--- src/design/base64_digest_decoder_unit_assert.svh ---
// Assertion macros shared by the base64 digest decoder RTL.
`ifndef BASE64_DIGEST_DECODER_UNIT_ASSERT_SVH
`define BASE64_DIGEST_DECODER_UNIT_ASSERT_SVH

// Same-cycle implication, sampled on clk, off while arst_n is low.
`define B64DD_ASSERT_NOW(lbl, ante, cons, msg) \
	lbl: assert property (@(posedge clk) disable iff (!arst_n) (ante) |-> (cons)) \
		else $error(msg);

// Next-cycle implication, sampled on clk, off while arst_n is low.
`define B64DD_ASSERT_NEXT(lbl, ante, cons, msg) \
	lbl: assert property (@(posedge clk) disable iff (!arst_n) (ante) |=> (cons)) \
		else $error(msg);

`endif

--- src/design/b64dd_pkg.sv ---
// Types, constants and the character decode function of the base64 digest decoder.
package b64dd_pkg;

	typedef enum logic [2:0] {
		ERR_NONE      = 3'd0,
		ERR_LENGTH    = 3'd1,
		ERR_SHORT     = 3'd2,
		ERR_BADCHAR   = 3'd3,
		ERR_AFTERPAD  = 3'd4,
		ERR_OVERFLOW  = 3'd5,
		ERR_UNDERFLOW = 3'd6
	} err_t;

	localparam logic [7:0] CH_PAD    = 8'h3D; // '='
	localparam logic [6:0] DIGIT_BAD = 7'd64;

	typedef struct packed {
		logic [7:0] out_byte;
		logic       byte_valid;
		logic       end_of_token;
		logic       decode_ok;
		err_t       error_code;
	} result_t;

	// Both alphabets: '+'/'-' give 62, '/'/'_' give 63, anything else DIGIT_BAD.
	function automatic logic [6:0] digit_value(input logic [7:0] c);
		logic [6:0] v;
		v = DIGIT_BAD;
		if (c inside {[8'h41:8'h5A]}) begin
			v = 7'(c - 8'h41);
		end else if (c inside {[8'h61:8'h7A]}) begin
			v = 7'(c - 8'h61 + 8'd26);
		end else if (c inside {[8'h30:8'h39]}) begin
			v = 7'(c - 8'h30 + 8'd52);
		end else if (c inside {8'h2B, 8'h2D}) begin
			v = 7'd62;
		end else if (c inside {8'h2F, 8'h5F}) begin
			v = 7'd63;
		end
		return v;
	endfunction

endpackage

--- src/design/base64_digest_decoder_unit.sv ---
// Streaming base64 digest decoder: one token character per item, up to three bytes out.
// The block takes one character per clock when ready: an input register feeds a single
// stage of decode logic that updates the group state and writes 0 to 3 results into a
// 4-entry result queue, which drains one result per cycle while out_ready is high. A
// character is taken whenever the queue has room for the results it produces, so at one
// result per cycle on the output side the sustained rate is one character per cycle (a
// complete group of four characters yields at most three bytes). The status of a token
// travels on its last result. expected_bytes must be written through cfg_we/cfg_wdata only
// while idle (not enforced by the block); values above MAX_DIGEST_BYTES are clamped to it.
`include "base64_digest_decoder_unit_assert.svh"

module base64_digest_decoder_unit
	import b64dd_pkg::*;
#(
	parameter int MAX_DIGEST_BYTES = 64
) (
	input  logic       clk,
	input  logic       arst_n,
	input  logic       cfg_we,
	input  logic [6:0] cfg_wdata,
	input  logic       in_valid,
	output logic       in_ready,
	input  logic [7:0] character,
	input  logic       no_char,
	input  logic       final_char,
	output logic       out_valid,
	input  logic       out_ready,
	output logic [7:0] out_byte,
	output logic       byte_valid,
	output logic       end_of_token,
	output logic       decode_ok,
	output logic [2:0] error_code
);

	localparam int BW        = $clog2(MAX_DIGEST_BYTES + 1);
	localparam int LIMIT_MAX = ((MAX_DIGEST_BYTES + 2) / 3) * 4;
	localparam int CW        = $clog2(LIMIT_MAX + 1);
	localparam int CMPW      = (BW > 7) ? BW : 7;
	localparam int RST_E     = (MAX_DIGEST_BYTES < 32) ? MAX_DIGEST_BYTES : 32;
	localparam int RST_LIMIT = ((RST_E + 2) / 3) * 4;
	localparam int DEPTH     = 4;

	// configuration: effective byte count and character limit
	logic [BW-1:0]   e_q;
	logic [CW-1:0]   limit_q;
	logic [CMPW-1:0] wd_ext;
	logic [CMPW-1:0] e_new;
	logic [15:0]     quot_prod;

	assign wd_ext    = CMPW'(cfg_wdata);
	assign e_new     = (wd_ext > CMPW'(MAX_DIGEST_BYTES)) ? CMPW'(MAX_DIGEST_BYTES) : wd_ext;
	// (e + 2) / 3 by reciprocal 171/512, exact for e + 2 below 512
	assign quot_prod = (16'(e_new) + 16'd2) * 16'd171;

	always_ff @(posedge clk or negedge arst_n) begin
		if (!arst_n) begin
			e_q     <= BW'(RST_E);
			limit_q <= CW'(RST_LIMIT);
		end else if (cfg_we) begin
			e_q     <= BW'(e_new);
			limit_q <= CW'({quot_prod[15:9], 2'b00});
		end
	end

	// input register
	logic       valid_s1;
	logic [7:0] char_s1;
	logic       nochar_s1;
	logic       final_s1;
	logic       fire;

	assign in_ready = !valid_s1 || fire;

	always_ff @(posedge clk or negedge arst_n) begin
		if (!arst_n) begin
			valid_s1 <= 1'b0;
		end else if (in_ready) begin
			valid_s1 <= in_valid;
		end
	end

	always_ff @(posedge clk) begin
		if (in_valid && in_ready) begin
			char_s1   <= character;
			nochar_s1 <= no_char;
			final_s1  <= final_char;
		end
	end

	// token state
	logic [23:0]   gb_q;
	logic [1:0]    slot_q;
	logic [1:0]    pad_q;
	logic [CW-1:0] cc_q;
	logic [BW-1:0] bc_q;
	err_t          err_q;

	// decode logic
	logic          fin;
	logic [6:0]    dv;
	logic [23:0]   gb_c;
	logic [1:0]    slot_c;
	logic [1:0]    pad_c;
	logic [CW-1:0] cc_c;
	err_t          err_c;
	logic          done_c;
	logic [23:0]   gb_f;
	logic [1:0]    pad_f;
	err_t          err_f;
	err_t          err_end;
	logic          do_finish;
	logic [1:0]    produced;
	logic [BW:0]   bsum;
	logic          ovf;
	logic [1:0]    nbytes;
	logic [BW-1:0] bc_n;
	logic [1:0]    k_res;
	result_t       res [3];

	always_comb begin
		fin    = final_s1 | nochar_s1;
		dv     = digit_value(char_s1);
		gb_c   = gb_q;
		slot_c = slot_q;
		pad_c  = pad_q;
		cc_c   = cc_q;
		err_c  = err_q;
		done_c = 1'b0;
		if (!nochar_s1 && err_q == ERR_NONE) begin
			if (cc_q >= limit_q) begin
				err_c = ERR_LENGTH;
			end else begin
				cc_c = cc_q + CW'(1);
				if (slot_q == 2'd0 && pad_q != 2'd0) begin
					err_c = ERR_AFTERPAD;
				end else if (char_s1 == CH_PAD) begin
					if (slot_q < 2'd2) begin
						err_c = ERR_SHORT;
					end else begin
						gb_c   = {gb_q[17:0], 6'd0};
						pad_c  = pad_q + 2'd1;
						slot_c = slot_q + 2'd1;
						done_c = (slot_q == 2'd3);
					end
				end else if (pad_q != 2'd0) begin
					err_c = ERR_AFTERPAD;
				end else if (dv[6]) begin
					err_c = ERR_BADCHAR;
				end else begin
					gb_c   = {gb_q[17:0], dv[5:0]};
					slot_c = slot_q + 2'd1;
					done_c = (slot_q == 2'd3);
				end
			end
		end

		// end of token: implied padding closes a partial group
		gb_f      = gb_c;
		pad_f     = pad_c;
		err_f     = err_c;
		do_finish = done_c;
		if (fin && err_c == ERR_NONE) begin
			if (cc_c == '0) begin
				err_f = ERR_LENGTH;
			end else if (slot_c == 2'd1) begin
				err_f = ERR_SHORT;
			end else if (slot_c == 2'd2) begin
				gb_f      = {gb_c[11:0], 12'd0};
				pad_f     = pad_c + 2'd2;
				do_finish = 1'b1;
			end else if (slot_c == 2'd3) begin
				gb_f      = {gb_c[17:0], 6'd0};
				pad_f     = pad_c + 2'd1;
				do_finish = 1'b1;
			end
		end

		produced = 2'd3 - pad_f;
		bsum     = {1'b0, bc_q} + (BW+1)'(produced);
		ovf      = do_finish && (bsum > {1'b0, e_q});
		if (ovf) begin
			err_f = ERR_OVERFLOW;
		end
		nbytes  = (do_finish && !ovf) ? produced : 2'd0;
		bc_n    = (do_finish && !ovf) ? bsum[BW-1:0] : bc_q;
		err_end = (err_f == ERR_NONE && bc_n != e_q) ? ERR_UNDERFLOW : err_f;
		k_res   = (fin && nbytes == 2'd0) ? 2'd1 : nbytes;

		// status rides on the last result of a final item
		for (int i = 0; i < 3; i++) begin
			res[i].byte_valid   = (2'(i) < nbytes);
			res[i].out_byte     = (2'(i) < nbytes) ? gb_f[23-8*i -: 8] : 8'd0;
			res[i].end_of_token = fin && (2'(i) == k_res - 2'd1);
			res[i].decode_ok    = res[i].end_of_token && (err_end == ERR_NONE);
			res[i].error_code   = res[i].end_of_token ? err_end : ERR_NONE;
		end
	end

	// result queue
	result_t    fifo_q [DEPTH];
	logic [1:0] wptr_q;
	logic [1:0] rptr_q;
	logic [2:0] cnt_q;
	logic [2:0] free;
	logic       pop;
	result_t    head;

	assign free = 3'(DEPTH) - cnt_q;
	assign fire = valid_s1 && ({1'b0, k_res} <= free);
	assign pop  = out_valid && out_ready;

	always_ff @(posedge clk or negedge arst_n) begin
		if (!arst_n) begin
			gb_q   <= '0;
			slot_q <= '0;
			pad_q  <= '0;
			cc_q   <= '0;
			bc_q   <= '0;
			err_q  <= ERR_NONE;
		end else if (fire) begin
			if (fin) begin
				gb_q   <= '0;
				slot_q <= '0;
				pad_q  <= '0;
				cc_q   <= '0;
				bc_q   <= '0;
				err_q  <= ERR_NONE;
			end else begin
				gb_q   <= do_finish ? 24'd0 : gb_c;
				slot_q <= slot_c;
				pad_q  <= pad_c;
				cc_q   <= cc_c;
				bc_q   <= bc_n;
				err_q  <= err_f;
			end
		end
	end

	always_ff @(posedge clk or negedge arst_n) begin
		if (!arst_n) begin
			wptr_q <= '0;
			rptr_q <= '0;
			cnt_q  <= '0;
		end else begin
			if (fire) begin
				wptr_q <= wptr_q + k_res;
			end
			if (pop) begin
				rptr_q <= rptr_q + 2'd1;
			end
			cnt_q <= cnt_q + (fire ? {1'b0, k_res} : 3'd0) - {2'b00, pop};
		end
	end

	always_ff @(posedge clk) begin
		for (int i = 0; i < 3; i++) begin
			if (fire && 2'(i) < k_res) begin
				fifo_q[wptr_q + 2'(i)] <= res[i];
			end
		end
	end

	assign head         = fifo_q[rptr_q];
	assign out_valid    = (cnt_q != 3'd0);
	assign out_byte     = head.out_byte;
	assign byte_valid   = head.byte_valid;
	assign end_of_token = head.end_of_token;
	assign decode_ok    = head.decode_ok;
	assign error_code   = head.error_code;

	`B64DD_ASSERT_NOW(a_queue_bound, 1'b1, cnt_q <= 3'(DEPTH), "result queue overrun")
	`B64DD_ASSERT_NEXT(a_token_clear, fire && fin, slot_q == 2'd0 && bc_q == '0 && err_q == ERR_NONE, "token state not cleared after final item")
	`B64DD_ASSERT_NOW(a_ok_status, out_valid && decode_ok, end_of_token && error_code == ERR_NONE, "decode_ok without clean end of token")

endmodule
--- config.mk ---
export PLATFORM = sky130hd
export DESIGN_NAME = base64_digest_decoder_unit
export DESIGN_NICKNAME = d
export VERILOG_FILES = /design/src/design/b64dd_pkg.sv /design/src/design/base64_digest_decoder_unit.sv
export VERILOG_INCLUDE_DIRS = /design/src /design/src/design
export SDC_FILE = /design/constraint.sdc
export NUM_CORES = 1
export LEC_CHECK = 0
export ABC_AREA = 1
export BUFFER_PORTS_ARGS = -buffer_cell sky130_fd_sc_hd__buf_2
export CORE_UTILIZATION = 55
export CTS_CLUSTER_DIAMETER = 30
export CTS_CLUSTER_SIZE = 16
export DETAILED_ROUTE_END_ITERATION = 10
export PLACE_DENSITY = 0.71
export REMOVE_ABC_BUFFERS = 1
export SLEW_MARGIN = 0
export SYNTH_ARGS = -nofsm -noshare
export SYNTH_HDL_FRONTEND = slang
export SYNTH_SLANG_ARGS = --single-unit
--- constraint.sdc ---
create_clock -name clk -period 8.3 [get_ports clk]
set_clock_uncertainty 0.05 [all_clocks]
set_input_delay 1.66 -clock clk [delete_from_list [all_inputs] [get_ports clk]]
set_output_delay 1.66 -clock clk [all_outputs]
set_load 0.03 [all_outputs]
==> flow_metrics.env, run 1 <==
export IMPL_status="finished, violations left"
export IMPL_violations="DRC"
export IMPL_row_count=49
export IMPL_rsz0062_at_grt="false"
export IMPL_ant_nets=0
export IMPL_critical_path_top_delay_family="simple AND/OR/NAND/NOR gates"
export IMPL_peakVddDrop_mv=0.181
export IMPL_ctsRootBufferMaster="clkbuf_16"
export IMPL_maxSlewHeadroom_pct=40.7
export IMPL_maxCapViolCount=0
export IMPL_final_max_slew_viol_count=0
export IMPL_synthMuxAreaShare_pct=0
export IMPL_synth_top_family_by_area="simple AND/OR/NAND/NOR gates"
export IMPL_worstHoldPathType="reg -> reg"
export IMPL_tightest_slew_ns=0.888
export IMPL_syn_inst=1361
export IMPL_grt_pass1_vias=8889
export IMPL_cts_made_buffers=17
export IMPL_ys_types=54
export IMPL_numClockSinks=131
export IMPL_clk_pin_slew_worst_paths_ns=0.06
export IMPL_fin_tns_setup_ns=0
export IMPL_cp_arrival_ns=6.16
export IMPL_avgRoutedWirePerCell_um=15.4
export IMPL_antenna_found_initial=0
export IMPL_cts_tree="yes"
export IMPL_cts_buffer_depth=2
export IMPL_synth_cell_area_um2=10300
export IMPL_synth_xor_area_share_pct=2.46
export IMPL_finalNetCount=1509
export IMPL_grt_pass1_wl_um=43000
export IMPL_synth_edf_count=66
export IMPL_cp_slowest_stage_delay_ns=0.51
export IMPL_post_route_cell_area_um2=11400
export IMPL_drt_pass1_iter_count=11
export IMPL_chipHeight_um=139
export IMPL_drtIter0Drc=942
export IMPL_finalHoldViolations=0
export IMPL_setup_viol=0
export IMPL_period_needed_ns=7.87
export IMPL_cpMaxStageDelayCell="dfstp_2"
export IMPL_grt_util_all_layers_pct=27.9
export IMPL_drc=3
export IMPL_max_freq_mhz=127
export IMPL_wl_um=25400
export IMPL_clk_insertion_delay_late_ns=0.43
export IMPL_start_util_pct=56.6
export IMPL_h_tree_depth=4
export IMPL_yosys_area_share_simple_pct=23.6
export IMPL_yosys_register_bits=131
export IMPL_synthArstFlopShare_pct=49.6
export IMPL_top_usage_layer="met2"
export IMPL_core_area_um2=18100
export IMPL_diodes=0
export IMPL_synth_area_per_cell_um2=7.55
export IMPL_crit_type="reg -> out"
export IMPL_yosys_warnings=0
export IMPL_pre_cts_ws_ns=0.276
export IMPL_synth_adder_area_share_pct=11.4
export IMPL_drive_gt1_share_pct=12.7
export IMPL_via_count=9201
export IMPL_gp_congestion=0.964
export IMPL_synthFlopType="edfxtp_1"
export IMPL_design_die_area_um2=19200
export IMPL_ys_seq_area_share_pct=35.2
export IMPL_p_total_mw=3.86
export IMPL_startpoint_type="register"
export IMPL_layout_area_overhead_vs_synth_pct=11.3
export IMPL_p_per_area_nw_per_um2=337
export IMPL_placed_area_um2=10600
export IMPL_overflow=0
export IMPL_cp_num_buf_inv=9
export IMPL_grtUsageMet3_pct=5.15
export IMPL_grt_use_met2_pct=45.4
export IMPL_dpl_hpwl_um=18500
export IMPL_post_drt_via_cell_ratio=5.60
export IMPL_crit_path_end_kind="output port"
export IMPL_post_route_period_util_pct=94.9
export IMPL_timing_final_ws_setup_ns=0.426
export IMPL_io_buffers=37
export IMPL_hold_buffers=0
export IMPL_stdcell_count=1643
export IMPL_cp_common_cell="nand2_1"
export IMPL_dp_cells=1596
export IMPL_crit_required_ns=6.59
export IMPL_grt_max_degree=66
export IMPL_met1_usage_pct=36.4
export IMPL_crit_fanout=12
export IMPL_io_pins=38
export IMPL_dieWidth_um=139
export IMPL_post_route_util_pct=63.0
export IMPL_whs_ns=0.422
export IMPL_synth_compound_area_share_pct=17.5
export IMPL_p_leak_nw=5.53
cell usage after synthesis (all sizes together), types with 3 or more instances:
cell type / count / share of area [%]
o22ai: 57 / 3.5
a22oi: 17 / 1.2
edfxtp: 66 / 19
nor2: 123 / 5.5
o32ai: 4 / 0.34
buf: 17 / 1.1
fa: 13 / 2.5
nand4: 10 / 0.76
xnor2: 6 / 0.51
ha: 73 / 8.9
nand2: 353 / 14
clkinv: 3 / 0.16
nor3: 5 / 0.29
dfstp: 4 / 1.0
o211ai: 20 / 1.6
a21oi: 34 / 1.7
clkbuf: 28 / 1.0
inv: 203 / 7.4
nand3: 60 / 3.0
xor2: 22 / 1.9
dfrtp: 61 / 15
o21ai: 166 / 8.3
a31oi: 3 / 0.18
registers in the layout, summed over array words and instances, names as in the netlist:
name	flops
rptr_q	2
err_q	3
wptr_q	2
cnt_q	3
valid_s1	1
e_q	7
limit_q	5
bc_q	7
pad_q	2
fifo_q	56
char_s1	8
nochar_s1	1
gb_q	24
final_s1	1
cc_q	7
slot_q	2
cell type report:
type,instances,area [um^2]
clock buffers,19,443
clock inverters,13,184
fillers,1593,6710
inverters,206,781
multi-input cells,981,5740
flip-flops and latches,131,3610
well taps,229,287
repair buffers,64,388
per-layer routing:
layer	vias up	wire (um)
met4	0	802
met1	4202	11200
met5	-	0
met3	66	1590
li1	4596	-
met2	337	11800
power by group:
part	switching [mW]	internal, mW
logic	1.40	0.627
clock network	0.291	0.509
registers	0.121	0.916
total	1.81	2.05
cell usage in the layout, fill, tap and decap left out, drive strengths merged, types with 2 or more instances in the layout:
| cell type | instances |
|---|---|
| clkinvlp | 2 |
| xor2 | 22 |
| o211ai | 20 |
| inv | 203 |
| nand2 | 353 |
| a21oi | 34 |
| bufinv | 4 |
| conb | 4 |
| edfxtp | 66 |
| clkinv | 10 |
| o21ai | 166 |
| nor2 | 123 |
| nand4 | 10 |
| dfrtp | 61 |
| a31oi | 3 |
| dfstp | 4 |
| a211oi | 2 |
| nand3b | 2 |
| clkbuf | 19 |
| fa | 13 |
| nor3 | 5 |
| ha | 73 |
| buf | 64 |
| o22ai | 57 |
| o32ai | 4 |
| nand3 | 60 |
| a22oi | 17 |
| xnor2 | 6 |
worst paths after layout:
path	startpoint	slack, ns	endpoint	depth (start not counted)
setup / recovery	limit_q[5]	0.43	in_ready	36
hold / removal	cnt_q[2]	0.42	cnt_q[2]	1
setup reg to reg	limit_q[5]	0.81	gb_q[6]	40
hold reg to reg	cnt_q[2]	0.42	cnt_q[2]	1
max in group asynchronous	arst_n	6.24	bc_q[5]	2
min in group asynchronous	arst_n	1.38	gb_q[19]	2
cell families (layout without fill, tap and decap cells):
| family | after synthesis | in the layout |
|---|---|---|
| buffers and inverters | 251 | 302 |
| and+or+nand+nor | 555 | 555 |
| other | 2 | 4 |
| xor gates and xnor gates | 28 | 28 |
| adders and majority gates | 86 | 86 |
| DFF | 131 | 131 |
| AOI/OAI and AO/OA | 308 | 308 |
repair_timing:
action,in CTS,in global routing
endpoints found under the hold margin,0,0
resized for setup,4,15
buffers inserted,4,11
endpoints found under the setup margin,1,15
gates cloned,0,0
pin swaps,0,9
Power figures use the tool's default switching activity.
==> inputs of run 2 (changes only) <==
--- a/config.mk
+++ b/config.mk
@@ -8,6 +8,8 @@
 export LEC_CHECK = 0
 export ABC_AREA = 1
 export BUFFER_PORTS_ARGS = -buffer_cell sky130_fd_sc_hd__buf_2
+export CAP_MARGIN = 40
+export CORE_ASPECT_RATIO = 1.1
 export CORE_UTILIZATION = 55
 export CTS_CLUSTER_DIAMETER = 30
 export CTS_CLUSTER_SIZE = 16
==> run 2 against run 1 <==
Effect of this change: the run now ends clean; first-iteration DRC count shrank 20%; clock power decreased by 7.9%; routed wire length increased by 0.19%; highest routed layer unchanged; clock-buffer cell count is 1 lower; setup slack gained 0.013 ns; die area about the same; fmax up 0.16%; critical path depth up 3; utilization fell by 0.51 points; sequential power barely moved; cell count up 1.2%; hold slack gained 0.025 ns.
==> flow_metrics.env, run 2 (same netlist as run 1, synthesis figures left out) <==
export IMPL_largestRegisters="fifo_q: 56 flops, gb_q: 24 flops, char_s1: 8 flops"
export IMPL_start_util_pct=56.0
export IMPL_post_drt_via_cell_ratio=5.56
export IMPL_startpoint_type="register"
export IMPL_peakVddDrop_mv=0.208
export IMPL_wl_um=25400
export IMPL_gp_congestion=0.956
export IMPL_chipHeight_um=145
export IMPL_drc=0
export IMPL_cts_made_buffers=17
export IMPL_layout_area_overhead_vs_synth_pct=11.7
export IMPL_dpl_hpwl_um=18900
export IMPL_layout_common_cells="nand2_1, inv_1, o21ai_0, nor2_1, ha_1"
export IMPL_overflow=0
export IMPL_drive_gt1_share_pct=13.1
export IMPL_io_buffers=37
export IMPL_grt_util_all_layers_pct=27.2
export IMPL_crit_fanout=8
export IMPL_cpMaxStageDelayCell="dfstp_2"
export IMPL_setup_viol=0
export IMPL_antenna_found_initial=0
export IMPL_maxCapViolCount=0
export IMPL_finalHoldViolations=0
export IMPL_clk_insertion_delay_late_ns=0.44
export IMPL_avgRoutedWirePerCell_um=15.3
export IMPL_largest_reg_flops=56
export IMPL_final_max_slew_viol_count=0
export IMPL_via_count=9243
export IMPL_cts_tree="yes"
export IMPL_grt_max_degree=63
export IMPL_diodes=0
export IMPL_p_leak_nw=5.54
export IMPL_drt_pass1_iter_count=5
export IMPL_period_needed_ns=7.86
export IMPL_cts_buffer_depth=2
export IMPL_cp_arrival_ns=6.15
export IMPL_crit_type="reg -> out"
export IMPL_largest_register="fifo_q"
export IMPL_drtIter0Drc=752
export IMPL_max_freq_mhz=127
export IMPL_design_die_area_um2=19200
export IMPL_grt_pass1_vias=8704
export IMPL_h_tree_depth=4
export IMPL_clk_pin_slew_worst_paths_ns=0.06
export IMPL_io_pins=38
export IMPL_placed_area_um2=10700
export IMPL_post_route_cell_area_um2=11500
export IMPL_grt_pass1_wl_um=42000
export IMPL_numClockSinks=131
export IMPL_crit_required_ns=6.59
export IMPL_post_route_period_util_pct=94.7
export IMPL_crit_path_end_kind="output port"
export IMPL_row_count=52
export IMPL_final_common_cell="nand2_1"
export IMPL_post_route_util_pct=62.5
export IMPL_core_area_um2=18300
export IMPL_cp_slowest_stage_delay_ns=0.51
export IMPL_finalNetCount=1514
export IMPL_dieWidth_um=132
export IMPL_worstHoldPathType="reg -> reg"
export IMPL_maxSlewHeadroom_pct=42.3
export IMPL_ant_nets=0
export IMPL_status="finished clean"
export IMPL_ctsRootBufferMaster="clkbuf_16"
export IMPL_tightest_slew_ns=0.865
export IMPL_p_per_area_nw_per_um2=333
==> run 2: cell types whose count changed in the layout (fill, tap and decap cells not counted), sizes merged <==
cell,change
buf,+5
clkinv,-6
clkbuf,-1
inv,+10
bufinv,-4
clkinvlp,+1
==> run 2: path summary, 6_finish.rpt <==
check	startpoint	end	slack (ns)	depth (start not counted)
min in group asynchronous	arst_n	cnt_q[2]	1.05	2
max	limit_q[5]	in_ready	0.44	39
min reg2reg	limit_q[6]	limit_q[6]	0.45	2
max in group asynchronous	arst_n	limit_q[2]	6.59	3
max reg2reg	limit_q[5]	gb_q[18]	0.69	42
min	limit_q[6]	limit_q[6]	0.45	2
==> run 2: where the power goes <==
part / switching (mW) / leakage, nW / internal, mW
combinational: 1.40 / 3.79 / 0.647
sequential: 0.121 / 1.48 / 0.915
clock: 0.333 / 0.277 / 0.404
==> run 2: worst max-delay path: cells and delay by family (launching register included) <==
family / cells / cell delay [ns]
AO/OA/AOI/OAI: 4 / 0.77
adder cells (fa/ha/maj): 5 / 1.33
AND/OR/NAND/NOR: 19 / 2.06
XOR/XNOR: 2 / 0.39
flip-flops: 1 / 0.51
buffers and inverters: 9 / 0.65
==> run 2: repair_timing <==
item	CTS	global route
hold buffers	0	0
resized for setup	5	14
hold endpoints to repair	0	0
pin swaps	3	5
setup buffers	8	9
endpoints found under the setup margin	1	67
==> run 2: area by class of cell <==
type	instances	area (um^2)
Tap cell	243	304
Fill cell	1674	6880
Sequential cell	131	3610
Inverter	206	782
Clock inverter	14	130
Timing Repair Buffer	69	445
Clock buffer	18	439
Multi-Input combinational cell	981	5750
==> run 2: layer usage <==
metal,routed length [um],vias to the layer above,global-route usage (%)
met1,11000,4283,34.5
met4,550,0,9.25
met3,1240,45,3.39
met2,12700,300,47.8
met5,0,-,0
li1,-,4615,-
==> run 2: metrics by stage <==
| step | hold slack, ns | power (mW) | setup slack, ns | setup TNS [ns] | instances |
|---|---|---|---|---|---|
| after floorplan | 0.392 | 2.43 | -0.775 | -49.23 | 1318 |
| after global placement | 0.413 | 2.97 | 0.308 | 0 | 1612 |
| after detailed placement | 0.435 | 3.00 | 0.168 | 0 | 1613 |
| after CTS | 0.450 | 3.77 | 0.0701 | 0 | 1653 |
| after global routing | 0.458 | 4.11 | -0.0905 | -0.0905 | 1662 |
| final | 0.447 | 3.82 | 0.439 | 0 | 1662 |
